**config.mk**
```make
export PLATFORM = sky130hd
export DESIGN_NAME = ordered_palette_dither_top
export DESIGN_NICKNAME = d
export VERILOG_FILES = /design/src/hdl/opd_pkg.sv /design/src/hdl/opd_ram.sv /design/src/hdl/opd_dist.sv /design/src/hdl/ordered_palette_dither_top.sv
export SDC_FILE = /design/constraint.sdc
export NUM_CORES = 2
export LEC_CHECK = 0
export ABC_CLOCK_PERIOD_IN_PS = 9800
export BUFFER_PORTS_ARGS = -buffer_cell sky130_fd_sc_hd__buf_2
export CAP_MARGIN = 20
export CORE_UTILIZATION = 45
export CTS_BUF_LIST = sky130_fd_sc_hd__clkbuf_8 sky130_fd_sc_hd__clkbuf_16
export DETAILED_ROUTE_END_ITERATION = 10
export SYNTH_ARGS = -nofsm -noshare
export SYNTH_HDL_FRONTEND = slang
export SYNTH_SLANG_ARGS = --single-unit
export TNS_END_PERCENT = 20
```
**constraint.sdc**
```tcl
create_clock -name clk -period 9.8 [get_ports clk]
set_input_delay 0.49 -clock clk [delete_from_list [all_inputs] [get_ports clk]]
set_output_delay 0.49 -clock clk [all_outputs]
set_load 0.01 [all_outputs]
```
**src/hdl/opd_pkg.sv**
```systemverilog
// ----------------------------------------------------------------------------
// opd_pkg
// Shared constants, types and tables of the ordered palette dither block.
// ----------------------------------------------------------------------------
`default_nettype none

package opd_pkg;

  // Palette storage
  localparam int PALETTE_DEPTH = 64;
  localparam int IDX_W         = $clog2(PALETTE_DEPTH);
  localparam int WORD_W        = 32;

  // Configuration
  localparam int SIZE_W     = 7;
  localparam int SPREAD_W   = 10;
  localparam int CFG_DATA_W = 10;
  localparam int CFG_ADDR_W = 1;

  // Stream widths
  localparam int IN_DATA_W  = 88;
  localparam int IN_USER_W  = 1;
  localparam int OUT_DATA_W = 40;

  // Squared distance of three 8-bit channels fits 18 bits
  localparam int DIST_W = 18;
  localparam logic [DIST_W-1:0] BEST_INIT = {DIST_W{1'b1}};

  // Bayer threshold center
  localparam logic signed [6:0] BAYER_CENTER = 7'sd32;

  typedef enum logic {
    REQ_WRITE = 1'b0,
    REQ_PIXEL = 1'b1
  } req_t;

  typedef enum logic [CFG_ADDR_W-1:0] {
    CFG_PALETTE_SIZE  = 1'b0,
    CFG_DITHER_SPREAD = 1'b1
  } cfg_reg_t;

  typedef struct packed {
    logic [7:0] r;
    logic [7:0] g;
    logic [7:0] b;
  } rgb_t;

  // Palette word handed to the distance unit
  typedef struct packed {
    logic              vld;
    logic [IDX_W-1:0]  idx;
    logic [WORD_W-1:0] word;
  } dist_req_t;

  // Registered distance unit result
  typedef struct packed {
    logic              vld;
    logic [IDX_W-1:0]  idx;
    logic [DIST_W-1:0] sq_dist;
    logic [WORD_W-1:0] word;
  } dist_res_t;

  // 8x8 Bayer thresholds, indexed by {row, column}
  localparam logic [5:0] BAYER_THR [0:63] = '{
    6'd0,  6'd32, 6'd8,  6'd40, 6'd2,  6'd34, 6'd10, 6'd42,
    6'd48, 6'd16, 6'd56, 6'd24, 6'd50, 6'd18, 6'd58, 6'd26,
    6'd12, 6'd44, 6'd4,  6'd36, 6'd14, 6'd46, 6'd6,  6'd38,
    6'd60, 6'd28, 6'd52, 6'd20, 6'd62, 6'd30, 6'd54, 6'd22,
    6'd3,  6'd35, 6'd11, 6'd43, 6'd1,  6'd33, 6'd9,  6'd41,
    6'd51, 6'd19, 6'd59, 6'd27, 6'd49, 6'd17, 6'd57, 6'd25,
    6'd15, 6'd47, 6'd7,  6'd39, 6'd13, 6'd45, 6'd5,  6'd37,
    6'd63, 6'd31, 6'd55, 6'd23, 6'd61, 6'd29, 6'd53, 6'd21
  };

endpackage

`default_nettype wire

```
**src/hdl/opd_ram.sv**
```systemverilog
// ----------------------------------------------------------------------------
// opd_ram
// Generic single-port RAM, one write or one read per cycle, registered read.
// ----------------------------------------------------------------------------
`default_nettype none

module opd_ram #(
  parameter int WIDTH = 32,
  parameter int DEPTH = 64
) (
  input  wire logic                     clk,
  input  wire logic                     we,
  input  wire logic [$clog2(DEPTH)-1:0] addr,
  input  wire logic [WIDTH-1:0]         wdata,
  output logic      [WIDTH-1:0]         rdata
);

  logic [WIDTH-1:0] mem [DEPTH];

  // Write port and registered read
  always_ff @(posedge clk) begin
    if (we) begin
      mem[addr] <= wdata;
    end
    rdata <= mem[addr];
  end

endmodule

`default_nettype wire

```
**src/hdl/opd_dist.sv**
```systemverilog
// ----------------------------------------------------------------------------
// opd_dist
// Shared distance unit: squared RGB distance from the cell center to one
// palette word per cycle, result registered with its index and word.
// ----------------------------------------------------------------------------
`default_nettype none

module opd_dist import opd_pkg::*; (
  input  wire logic      clk,
  input  wire logic      rst_n,
  input  wire rgb_t      center,
  input  wire dist_req_t req,
  output dist_res_t      res
);

  logic signed [8:0]  dr, dg, db;
  logic signed [17:0] sq_r, sq_g, sq_b;
  logic [DIST_W-1:0]  sum;

  // Channel differences, squares and sum
  always_comb begin
    dr   = $signed({1'b0, center.r}) - $signed({1'b0, req.word[7:0]});
    dg   = $signed({1'b0, center.g}) - $signed({1'b0, req.word[15:8]});
    db   = $signed({1'b0, center.b}) - $signed({1'b0, req.word[23:16]});
    sq_r = dr * dr;
    sq_g = dg * dg;
    sq_b = db * db;
    sum  = DIST_W'(sq_r) + DIST_W'(sq_g) + DIST_W'(sq_b);
  end

  // Result register
  always_ff @(posedge clk) begin
    if (!rst_n) begin
      res.vld <= 1'b0;
    end else begin
      res.vld <= req.vld;
    end
    res.idx     <= req.idx;
    res.sq_dist <= sum;
    res.word    <= req.word;
  end

endmodule

`default_nettype wire

```
**src/hdl/ordered_palette_dither_top.sv**
```systemverilog
// Pixel beat: bias, cell center, search of n entries (1..64), drain, then out_tvalid rises.
// in_tready returns with that result, so a new pixel is taken only once the last is done.
// Palette write beat: writes may be accepted back to back.
// The pace is one palette RAM read per cycle through the single distance unit.
// Reset (rst_n low, synchronous) clears control, palette_size to 1, dither_spread to 0;
// palette words are undefined until written.
// ----------------------------------------------------------------------------
// ordered_palette_dither_top
// Bayer 8x8 ordered dither onto a palette of up to 64 RGBA words with a
// sequenced nearest-color search and optional coverage blend.
// ----------------------------------------------------------------------------
`default_nettype none

module ordered_palette_dither_top import opd_pkg::*; (
  input  wire logic                  clk,
  input  wire logic                  rst_n,
  // Configuration write port
  input  wire logic                  cfg_we,
  input  wire logic [CFG_ADDR_W-1:0] cfg_addr,
  input  wire logic [CFG_DATA_W-1:0] cfg_wdata,
  // Input stream
  input  wire logic                  in_tvalid,
  output logic                       in_tready,
  // tdata from bit 0: entry_index(6) entry_color(32) column_phase(3) row_phase(3)
  //   pixel_red(8) pixel_green(8) pixel_blue(8) pixel_alpha(8) masked_mode(1)
  //   coverage(8), zero fill to 88
  input  wire logic [IN_DATA_W-1:0]  in_tdata,
  // tuser from bit 0: req_type(1)
  input  wire logic [IN_USER_W-1:0]  in_tuser,
  // Result stream
  output logic                       out_tvalid,
  input  wire logic                  out_tready,
  // tdata from bit 0: out_red(8) out_green(8) out_blue(8) out_alpha(8)
  //   chosen_entry(6), zero fill to 40
  output logic [OUT_DATA_W-1:0]      out_tdata
);

  typedef enum logic [2:0] {
    S_IDLE,
    S_BIAS,
    S_CENTER,
    S_SEARCH,
    S_DRAIN,
    S_FINISH
  } state_t;

  // Registers
  state_t                state_r, state_nxt;
  logic [SIZE_W-1:0]     size_r, size_nxt;
  logic [SPREAD_W-1:0]   spread_r, spread_nxt;
  logic [IDX_W-1:0]      cnt_r, cnt_nxt;
  logic                  rd_vld_r, rd_vld_nxt;
  logic [IDX_W-1:0]      rd_idx_r, rd_idx_nxt;
  logic                  out_vld_r, out_vld_nxt;
  logic [OUT_DATA_W-1:0] out_data_r, out_data_nxt;
  // Pixel payload
  logic [2:0]            col_r, col_nxt;
  logic [2:0]            row_r, row_nxt;
  rgb_t                  pix_r, pix_nxt;
  logic [7:0]            alpha_r, alpha_nxt;
  logic                  masked_r, masked_nxt;
  logic [7:0]            cov_r, cov_nxt;
  logic signed [10:0]    bias_r, bias_nxt;
  rgb_t                  center_r, center_nxt;
  logic [DIST_W-1:0]     best_dist_r, best_dist_nxt;
  logic [IDX_W-1:0]      best_idx_r, best_idx_nxt;
  logic [WORD_W-1:0]     best_word_r, best_word_nxt;

  // Datapath wires
  logic                  in_acc;
  logic                  ram_we;
  logic [IDX_W-1:0]      ram_addr;
  logic [WORD_W-1:0]     ram_rdata;
  logic [IDX_W-1:0]      last_idx;
  logic signed [6:0]     thr_c;
  logic signed [17:0]    bias_prod;
  logic signed [17:0]    bias_sh;
  dist_req_t             dreq;
  dist_res_t             dres;

  // Bias add and clamp to a byte
  function automatic logic [7:0] clamp_add(input logic [7:0] p, input logic signed [10:0] b);
    logic signed [11:0] s;
    s = $signed({4'b0000, p}) + $signed({b[10], b});
    if (s < 0) begin
      return 8'd0;
    end else if (s > 12'sd255) begin
      return 8'd255;
    end else begin
      return s[7:0];
    end
  endfunction

  // p + floor((n - p) * cov / 256)
  function automatic logic [7:0] blend(input logic [7:0] p, input logic [7:0] n,
                                       input logic [7:0] cov);
    logic signed [8:0]  diff;
    logic signed [17:0] prod;
    logic signed [17:0] sh;
    logic [9:0]         sum;
    diff = $signed({1'b0, n}) - $signed({1'b0, p});
    prod = diff * $signed({1'b0, cov});
    sh   = prod >>> 8;
    sum  = {2'b00, p} + sh[9:0];
    return sum[7:0];
  endfunction

  assign in_tready  = (state_r == S_IDLE);
  assign in_acc     = in_tvalid && in_tready;
  assign out_tvalid = out_vld_r;
  assign out_tdata  = out_data_r;

  // Palette write from a write beat; otherwise the search address
  assign ram_we   = in_acc && (req_t'(in_tuser[0]) == REQ_WRITE) &&
                    (32'(in_tdata[5:0]) < PALETTE_DEPTH);
  assign ram_addr = (state_r == S_SEARCH) ? cnt_r : IDX_W'(in_tdata[5:0]);

  opd_ram #(
    .WIDTH (WORD_W),
    .DEPTH (PALETTE_DEPTH)
  ) u_ram (
    .clk   (clk),
    .we    (ram_we),
    .addr  (ram_addr),
    .wdata (in_tdata[37:6]),
    .rdata (ram_rdata)
  );

  // Read data goes to the distance unit the cycle after its address
  assign dreq.vld  = rd_vld_r;
  assign dreq.idx  = rd_idx_r;
  assign dreq.word = ram_rdata;

  opd_dist u_dist (
    .clk    (clk),
    .rst_n  (rst_n),
    .center (center_r),
    .req    (dreq),
    .res    (dres)
  );

  // Last entry searched: zero counts as one, above depth counts as depth
  always_comb begin
    if (size_r == '0) begin
      last_idx = '0;
    end else if (32'(size_r) > PALETTE_DEPTH) begin
      last_idx = IDX_W'(PALETTE_DEPTH - 1);
    end else begin
      last_idx = IDX_W'(size_r - 1'b1);
    end
  end

  // Bayer bias: floor((thr - 32) * spread / 64)
  always_comb begin
    thr_c     = $signed({1'b0, BAYER_THR[{row_r, col_r}]}) - BAYER_CENTER;
    bias_prod = thr_c * $signed({1'b0, spread_r});
    bias_sh   = bias_prod >>> 6;
  end

  // Sequencer and next-state logic
  always_comb begin
    state_nxt     = state_r;
    size_nxt      = size_r;
    spread_nxt    = spread_r;
    cnt_nxt       = cnt_r;
    rd_vld_nxt    = 1'b0;
    rd_idx_nxt    = cnt_r;
    out_vld_nxt   = out_vld_r && !out_tready;
    out_data_nxt  = out_data_r;
    col_nxt       = col_r;
    row_nxt       = row_r;
    pix_nxt       = pix_r;
    alpha_nxt     = alpha_r;
    masked_nxt    = masked_r;
    cov_nxt       = cov_r;
    bias_nxt      = bias_r;
    center_nxt    = center_r;
    best_dist_nxt = best_dist_r;
    best_idx_nxt  = best_idx_r;
    best_word_nxt = best_word_r;

    // Configuration writes
    if (cfg_we) begin
      unique case (cfg_reg_t'(cfg_addr))
        CFG_PALETTE_SIZE:  size_nxt   = cfg_wdata[SIZE_W-1:0];
        CFG_DITHER_SPREAD: spread_nxt = cfg_wdata[SPREAD_W-1:0];
      endcase
    end

    // Running minimum, first index wins ties
    if (dres.vld && (dres.sq_dist < best_dist_r)) begin
      best_dist_nxt = dres.sq_dist;
      best_idx_nxt  = dres.idx;
      best_word_nxt = dres.word;
    end

    unique case (state_r)
      S_IDLE: begin
        if (in_acc && (req_t'(in_tuser[0]) == REQ_PIXEL)) begin
          col_nxt    = in_tdata[40:38];
          row_nxt    = in_tdata[43:41];
          pix_nxt.r  = in_tdata[51:44];
          pix_nxt.g  = in_tdata[59:52];
          pix_nxt.b  = in_tdata[67:60];
          alpha_nxt  = in_tdata[75:68];
          masked_nxt = in_tdata[76];
          cov_nxt    = in_tdata[84:77];
          state_nxt  = S_BIAS;
        end
      end
      S_BIAS: begin
        bias_nxt  = bias_sh[10:0];
        state_nxt = S_CENTER;
      end
      S_CENTER: begin
        // Clamped channel, then the center of its 16-wide cell
        center_nxt.r  = clamp_add(pix_r.r, bias_r);
        center_nxt.g  = clamp_add(pix_r.g, bias_r);
        center_nxt.b  = clamp_add(pix_r.b, bias_r);
        center_nxt.r  = {center_nxt.r[7:4], 4'h8};
        center_nxt.g  = {center_nxt.g[7:4], 4'h8};
        center_nxt.b  = {center_nxt.b[7:4], 4'h8};
        best_dist_nxt = BEST_INIT;
        cnt_nxt       = '0;
        state_nxt     = S_SEARCH;
      end
      S_SEARCH: begin
        // One palette read issued per cycle
        rd_vld_nxt = 1'b1;
        if (cnt_r == last_idx) begin
          state_nxt = S_DRAIN;
        end else begin
          cnt_nxt = cnt_r + 1'b1;
        end
      end
      S_DRAIN: begin
        if (!rd_vld_r && !dres.vld) begin
          state_nxt = S_FINISH;
        end
      end
      S_FINISH: begin
        // Load the output register once it is free
        if (!out_vld_r || out_tready) begin
          out_vld_nxt = 1'b1;
          out_data_nxt = '0;
          if (masked_r) begin
            out_data_nxt[7:0]   = blend(pix_r.r, best_word_r[7:0], cov_r);
            out_data_nxt[15:8]  = blend(pix_r.g, best_word_r[15:8], cov_r);
            out_data_nxt[23:16] = blend(pix_r.b, best_word_r[23:16], cov_r);
            out_data_nxt[31:24] = alpha_r;
          end else begin
            out_data_nxt[31:0]  = best_word_r;
          end
          out_data_nxt[37:32] = 6'(best_idx_r);
          state_nxt = S_IDLE;
        end
      end
      default: begin
        state_nxt = S_IDLE;
      end
    endcase
  end

  // State and registered outputs
  always_ff @(posedge clk) begin
    if (!rst_n) begin
      state_r   <= S_IDLE;
      size_r    <= SIZE_W'(1);
      spread_r  <= '0;
      rd_vld_r  <= 1'b0;
      out_vld_r <= 1'b0;
    end else begin
      state_r   <= state_nxt;
      size_r    <= size_nxt;
      spread_r  <= spread_nxt;
      rd_vld_r  <= rd_vld_nxt;
      out_vld_r <= out_vld_nxt;
    end
    cnt_r       <= cnt_nxt;
    rd_idx_r    <= rd_idx_nxt;
    out_data_r  <= out_data_nxt;
    col_r       <= col_nxt;
    row_r       <= row_nxt;
    pix_r       <= pix_nxt;
    alpha_r     <= alpha_nxt;
    masked_r    <= masked_nxt;
    cov_r       <= cov_nxt;
    bias_r      <= bias_nxt;
    center_r    <= center_nxt;
    best_dist_r <= best_dist_nxt;
    best_idx_r  <= best_idx_nxt;
    best_word_r <= best_word_nxt;
  end

endmodule

`default_nettype wire

```
; ---- Word-level counts from Yosys, hierarchy flattened
; Memories as Yosys holds them, arrays and structs flattened. A register that Yosys moved wholly into a read port is not among the register bits.
; Index checks and enable logic that the tools add are counted.
; W data, S select, Z words.
[op_classes]
add_sub_neg = 17
n_mul = 7
order_cmp = 9
n_eq_ne = 11
mux = 21
n_bitwise = 3
n_reduce_logical = 20
[op_table]
columns = operator, count
row1 = $mul A9 B9 Y18, 3
row2 = $sub A8 B8 Y9, 6
row3 = $mul A9 B9 Y16, 3
row4 = $add A18 B18 Y18, 2
row5 = $add A9 B11 Y12, 3
row6 = $gt A12 B9 Y1 const B, 3
row7 = $lt A12 B1 Y1 const B, 3
row8 = $mux W6, 6
row9 = $mux W32, 1
row10 = $add A8 B8 Y8, 3
row11 = $mux W8, 3
row12 = $lt A18 B18 Y1, 1
row13 = $pmux W3 S6, 1
row14 = $mul A7 B11 Y17, 1
row15 = $mux W3, 4
row16 = $pmux W6 S2, 1
row17 = $reduce_and A2 Y1, 5
row18 = $ge A7 B7 Y1 const B, 1
row19 = $gt A7 B7 Y1 const B, 1
row20 = $logic_not A7 Y1, 1
row21 = $not A6 Y7, 1
row22 = $sub A6 B6 Y7 const B, 1
row23 = $add A6 B1 Y6 const B, 1
row24 = $eq A3 B2 Y1 const B, 2
row25 = other kinds (14), 31
[totals]
reg_bits = 255
ram_bits = 2048
mem_bits_ro = 384
in_bits = 105
output_inout_bits = 42
word_cells = 117
n_memories = 2
[memory_table]
columns = name, depth, word_bits, read_ports, rd_clocked_by_memory_dff, write_ports, line_no
row1 = u_ram.mem, 64, 32, 1, 1, 1, opd_ram.sv:18  ; logic [WIDTH-1:0] mem [DEPTH];
row2 = (no name shown), 64, 6, 1, 0, 0, ordered_palette_dither_top.sv:155  ; thr_c = $signed({1'b0, BAYER_THR[{row_r, col_r}]}) - BAYER_CENTER;

; ---- Logic depth before layout (Yosys ltp)
[depth]
word_depth = 6
mapped_depth = 34
ltp_nobuf = 34

; ---- Hierarchy
; Synthesis repeated with hierarchy kept, for this count alone.
[unflattened]
cells_unflattened = 7289
hier_area_um2 = 109177.2
[modules_own_cells]
columns = mod, instances, cells_each, area_per_inst_um2, seq_area_each_um2
row1 = opd_ram, 1, 4239, 78928.2, 62139.6
row2 = ordered_palette_dither_top, 1, 1975, 19789.0, 5485.3
row3 = opd_dist, 1, 1075, 10460.0, 1141.1

; ---- Least setup slack after synthesis
; OpenSTA, ideal clock, no wires.
[synth_path]
kind = register -> register
startpoint = reg u_ram.rdata[0] (read register of u_ram.mem)
endpoint = reg u_dist.res[49] (netlist name)
setup_time_ns = 0.122
t_arrival_ns = 8.268
t_required_ns = 9.678
slack_ns = 1.409
stages_incl_launch_ff = 30
n_path_buf = 0
synth_period_minus_slack_ns = 8.391
path_cell_list = dfxtp_1 clkinv_1 ha_1 inv_1 o21ai_0 a21oi_1 o21bai_1 a21o_1 a21oi_1 clkinv_1 nor2_1 fa_1 fa_1 fa_1 inv_1 fa_1 fa_1 inv_1 fa_1 fa_1 fa_1 ha_1 nor3_1 o211ai_1 a31oi_1 nor2b_1 o21a_1 o41ai_1 o21ai_0 xnor2_1
[synth_between]
elab_chain_len = 4
[synth_lines]
columns = item, line_no
row1 = from (decl), opd_ram.sv:15  ; output logic [WIDTH-1:0] rdata
row2 = $sub A8 B8 Y9, opd_dist.sv:22  ; dr = $signed({1'b0, center.r}) - $signed({1'b0, req.word[7:0]});
row3 = $mul A9 B9 Y18, opd_dist.sv:25  ; sq_r = dr * dr;
row4 = $add A18 B18 Y18 (2 in series), opd_dist.sv:28  ; sum = DIST_W'(sq_r) + DIST_W'(sq_g) + DIST_W'(sq_b);
row5 = via u_dist.sum[17], opd_dist.sv:18  ; logic [DIST_W-1:0] sum;
row6 = to (decl), opd_dist.sv:13  ; output dist_res_t res
; The timed path passes the listed nets, and every way through them passes these cells.
; A chain may end at the register's enable or synchronous reset.

; ---- Worst setup path in the final report
; Ends and elaborated chain as after synthesis.

==> results by group <==
Run status
  – Status: complete, no violations

Setup path
  – Critical path data arrival time: about 9.7 ns
  – Worst Setup Path Type: reg -> reg
  – Worst-path cell with the longest stage delay: fa_1
  – CP max stage delay: ~0.54 ns
  – Setup crit start kind: flop
  – Crit. End Element: flop
  – Critical path fanouts, max: 13
  – CP required: between 10 and 15 ns
  – CP dominant cell by count: fa_1

Route
  – DRT antenna net count: 0
  – Wire per inst: roughly 30 µm
  – Via count: ~63k
  – DRC violations left: 0
  – Total routed wirelength: ~310000 µm
  – Drt first-iter violations: between 7k and 8k
  – First-pass DRT Iterations: 6
  – Vias/cell: approximately 6

Timing
  – Final hold slack: ~0.036 ns
  – Unrepaired setup endpoints after global routing: no
  – Measured slew at the worst slew-check pin: about 1.2 ns
  – Setup violators final: 0
  – Setup TNS: 0 ns
  – Min Tclk post-route: about 9 ns
  – Rel. slew slack: 0.187
  – Max Slew Vio Count: 0
  – Final hold viol count: 0
  – Final Cycle Share: 0.915
  – Max Clk Rate: ~0.11 GHz
  – Final Skew: around 0.097 ns

Global routing
  – Initial antenna violation count: 22
  – GRT overflow: 0
  – First-pass GRT wire length: between 400000 and 500000 µm
  – Global Route Usage Sum: 0.265
  – Largest net degree at the start of global routing: 102
  – Vias in the first global route: around 63k

Placement
  – IO buf count: 141
  – Placed Area: about 110000 µm²
  – Final Wtd Congestion: between 0.8 and 0.9
  – DP Wirelength: about 180000 µm

Floorplan
  – Initial Util: 0.454
  – Boundary pin count: between 100 and 150
  – Core Box Area: approximately 230000 µm²
  – Die Ht: a little under 500 µm
  – Die ar.: about 230000 µm²
  – Die width: 484 µm
  – FP Rows: around 180

Yosys
  – Number of synthesized flops with an enable pin: roughly 2.2k
  – Avg Inst Size Synth: 15.0 µm²
  – Yosys top cell by area: edfxtp_1
  – Ranking of synthesized cells by area: edfxtp_1, fa_1, a22oi_1
  – Main synth FF type: edfxtp_1
  – Synth cell types: 80
  – Yosys reg bits: 2335
  – Post-synth top area share: 0.631
  – Register area share after synthesis: 0.657
  – Async SR Flop Fraction: 0
  – Synth Instances: about 7.0k
  – Synthesized area: 105000 µm²
  – YS warnings: 0

Clock tree
  – Setup bufs post-CTS: 0
  – TritonCTS clock tree: built
  – H-tree Lvls: 4
  – CTS buffer count: 234
  – Clock-pin slew on the worst setup and hold paths: 0.06 ns
  – Clk root buf: clkbuf_16
  – Worst-Skew Late Latency: a little over 0.9 ns
  – Clock sink count: 2335
  – Max clock buf depth: 3

Final layout
  – Area Overhead vs Synth: 13.4%
  – Share of layout cells above drive strength 1: 0.110
  – Multi-input combinational cell area: between 30000 and 40000 µm²
  – Final net count: a little over 8k
  – Filler cells: 18.9k
  – Design area: 119000 µm²
  – Sequential cell area: a little under 70000 µm²

Hold path
  – Hold crit path type: in -> reg

Flow run
  – Max Cap Viol: 0
[timing repair]
| item | CTS | global route |
|---|---|---|
| endpoints found under the hold margin | 65 | 133 |
| gates resized for setup | 0 | 0 |
| hold buffers | 59 | 15 |
| setup endpoints to repair | 0 | 0 |
[kinds of logic (layout without fill, tap and decap cells)]
kind of cell             after synthesis  count (layout)  share of synthesized area
other                                  1               9                  0.0000358
multiplexers                          77              77                    0.00832
AO/OA/AOI/OAI                       1562            1562                      0.110
adder cells (fa/ha/maj)              767             767                      0.123
flip-flops                          2335            2335                      0.657
buffers and inverters                965            1485                     0.0371
XOR/XNOR                             167             167                     0.0140
AND/OR/NAND/NOR                     1122            1122                     0.0511
[routing by layer]
layer,wire (µm),GRT usage,vias to the layer above,part of all wire
li1,-,-,26975,-
met4,11600,0.0904,14,0.037
met5,94,0,-,0.00030
met2,150000,0.431,3094,0.48
met1,124000,0.358,32710,0.40
met3,27200,0.0467,544,0.087
[worst max-delay path, delay by kind of cell (launching register included)]
family | cells | cell delay (ns)
fa+ha+maj | 10 | 4.49
buf+inv | 7 | 1.11
simple gates | 3 | 0.70
xor+xnor | 1 | 0.16
flops | 1 | 0.30
compound gates | 10 | 2.09
[per-stage QoR]
step                      utilization  cells  setup slack (ns)
after global routing            0.515  10545             0.377
after floorplan                     -   6997              1.41
after CTS                       0.512  10508             0.930
final                           0.515  10550             0.833
after global placement          0.476  10011              1.04
after detailed placement        0.476  10014             0.957
[placed cells by master (no fill, tap or decap), drive strengths merged, types with 23 or more instances in the layout]
master and n:
a21o 37, a21oi 131, a221oi 147, a22o 138
a22oi 712, a31oi 122, a41oi 25, and2 142
buf 325, bufinv 23, clkbuf 245, clkinv 119
dfxtp 135, dlygate4sd3 74, edfxtp 2200, fa 433
ha 332, inv 692, mux2 44, mux2i 33
nand2 453, nand2b 53, nand3 41, nand4 47
nor2 225, nor2b 38, nor3 37, o211ai 27
o21ai 110, xnor2 121, xor2 46
[path summary, 6_finish.rpt]
kind                         from                end  slack (ns)  cells past startpoint
hold / removal       in_tdata[32]  u_ram.mem[13][26]        0.04                      1
setup reg to reg   u_ram.rdata[0]     u_dist.res[49]        0.83                     31
hold reg to reg   u_ram.rdata[25]     u_dist.res[25]        0.33                      0
setup / recovery   u_ram.rdata[0]     u_dist.res[49]        0.83                     31
[flip-flops by register name (all words and copies together) (netlist names), 3 cells and up]
name         count
u_ram.mem     2048
bias_r          11
state_r          3
out_tdata       38
size_r           7
u_ram.rdata     32
best_idx_r       6
best_dist_r     18
col_r            3
u_dist.res      57
spread_r        10
pix_r           24
cov_r            8
row_r            3
cnt_r            6
rd_idx_r         6
center_r        12
alpha_r          8
best_word_r     32
[final cells by class]
cell class              count  area share
flip-flops and latches   2335       0.580
multi-input cells        3697       0.275
clock buffers             245      0.0507
well taps                3026      0.0319
repair buffers            400      0.0272
inverters                 650      0.0206
clock inverters           190      0.0148
diodes                      7    0.000148
[Yosys cell counts, types with 15 or more instances]
library cell  instances
and2_1              139
o211ai_1             27
dfxtp_1             135
a21oi_1             131
and3_1               16
ha_1                332
xor2_1               46
nand3_1              41
nor4_1               20
nor2_1              223
buf_1                48
o21a_1               15
a21o_1               37
a31oi_1             121
nor3_1               37
a22o_1              138
nor2b_1              38
mux2_2               42
buf_2               149
o21ai_0             105
clkbuf_1            104
a221oi_1            145
inv_1               644
a41oi_1              25
nand2b_1             53
nand4_1              47
a22oi_1             712
fa_1                433
xnor2_1             121
nand2_1             453
a21boi_0             15
edfxtp_1           2200
mux2i_1              30
Power is left out: the tool's default activity adds up to more than one toggle a clock period on the data nets, which glitch-free logic cannot reach.
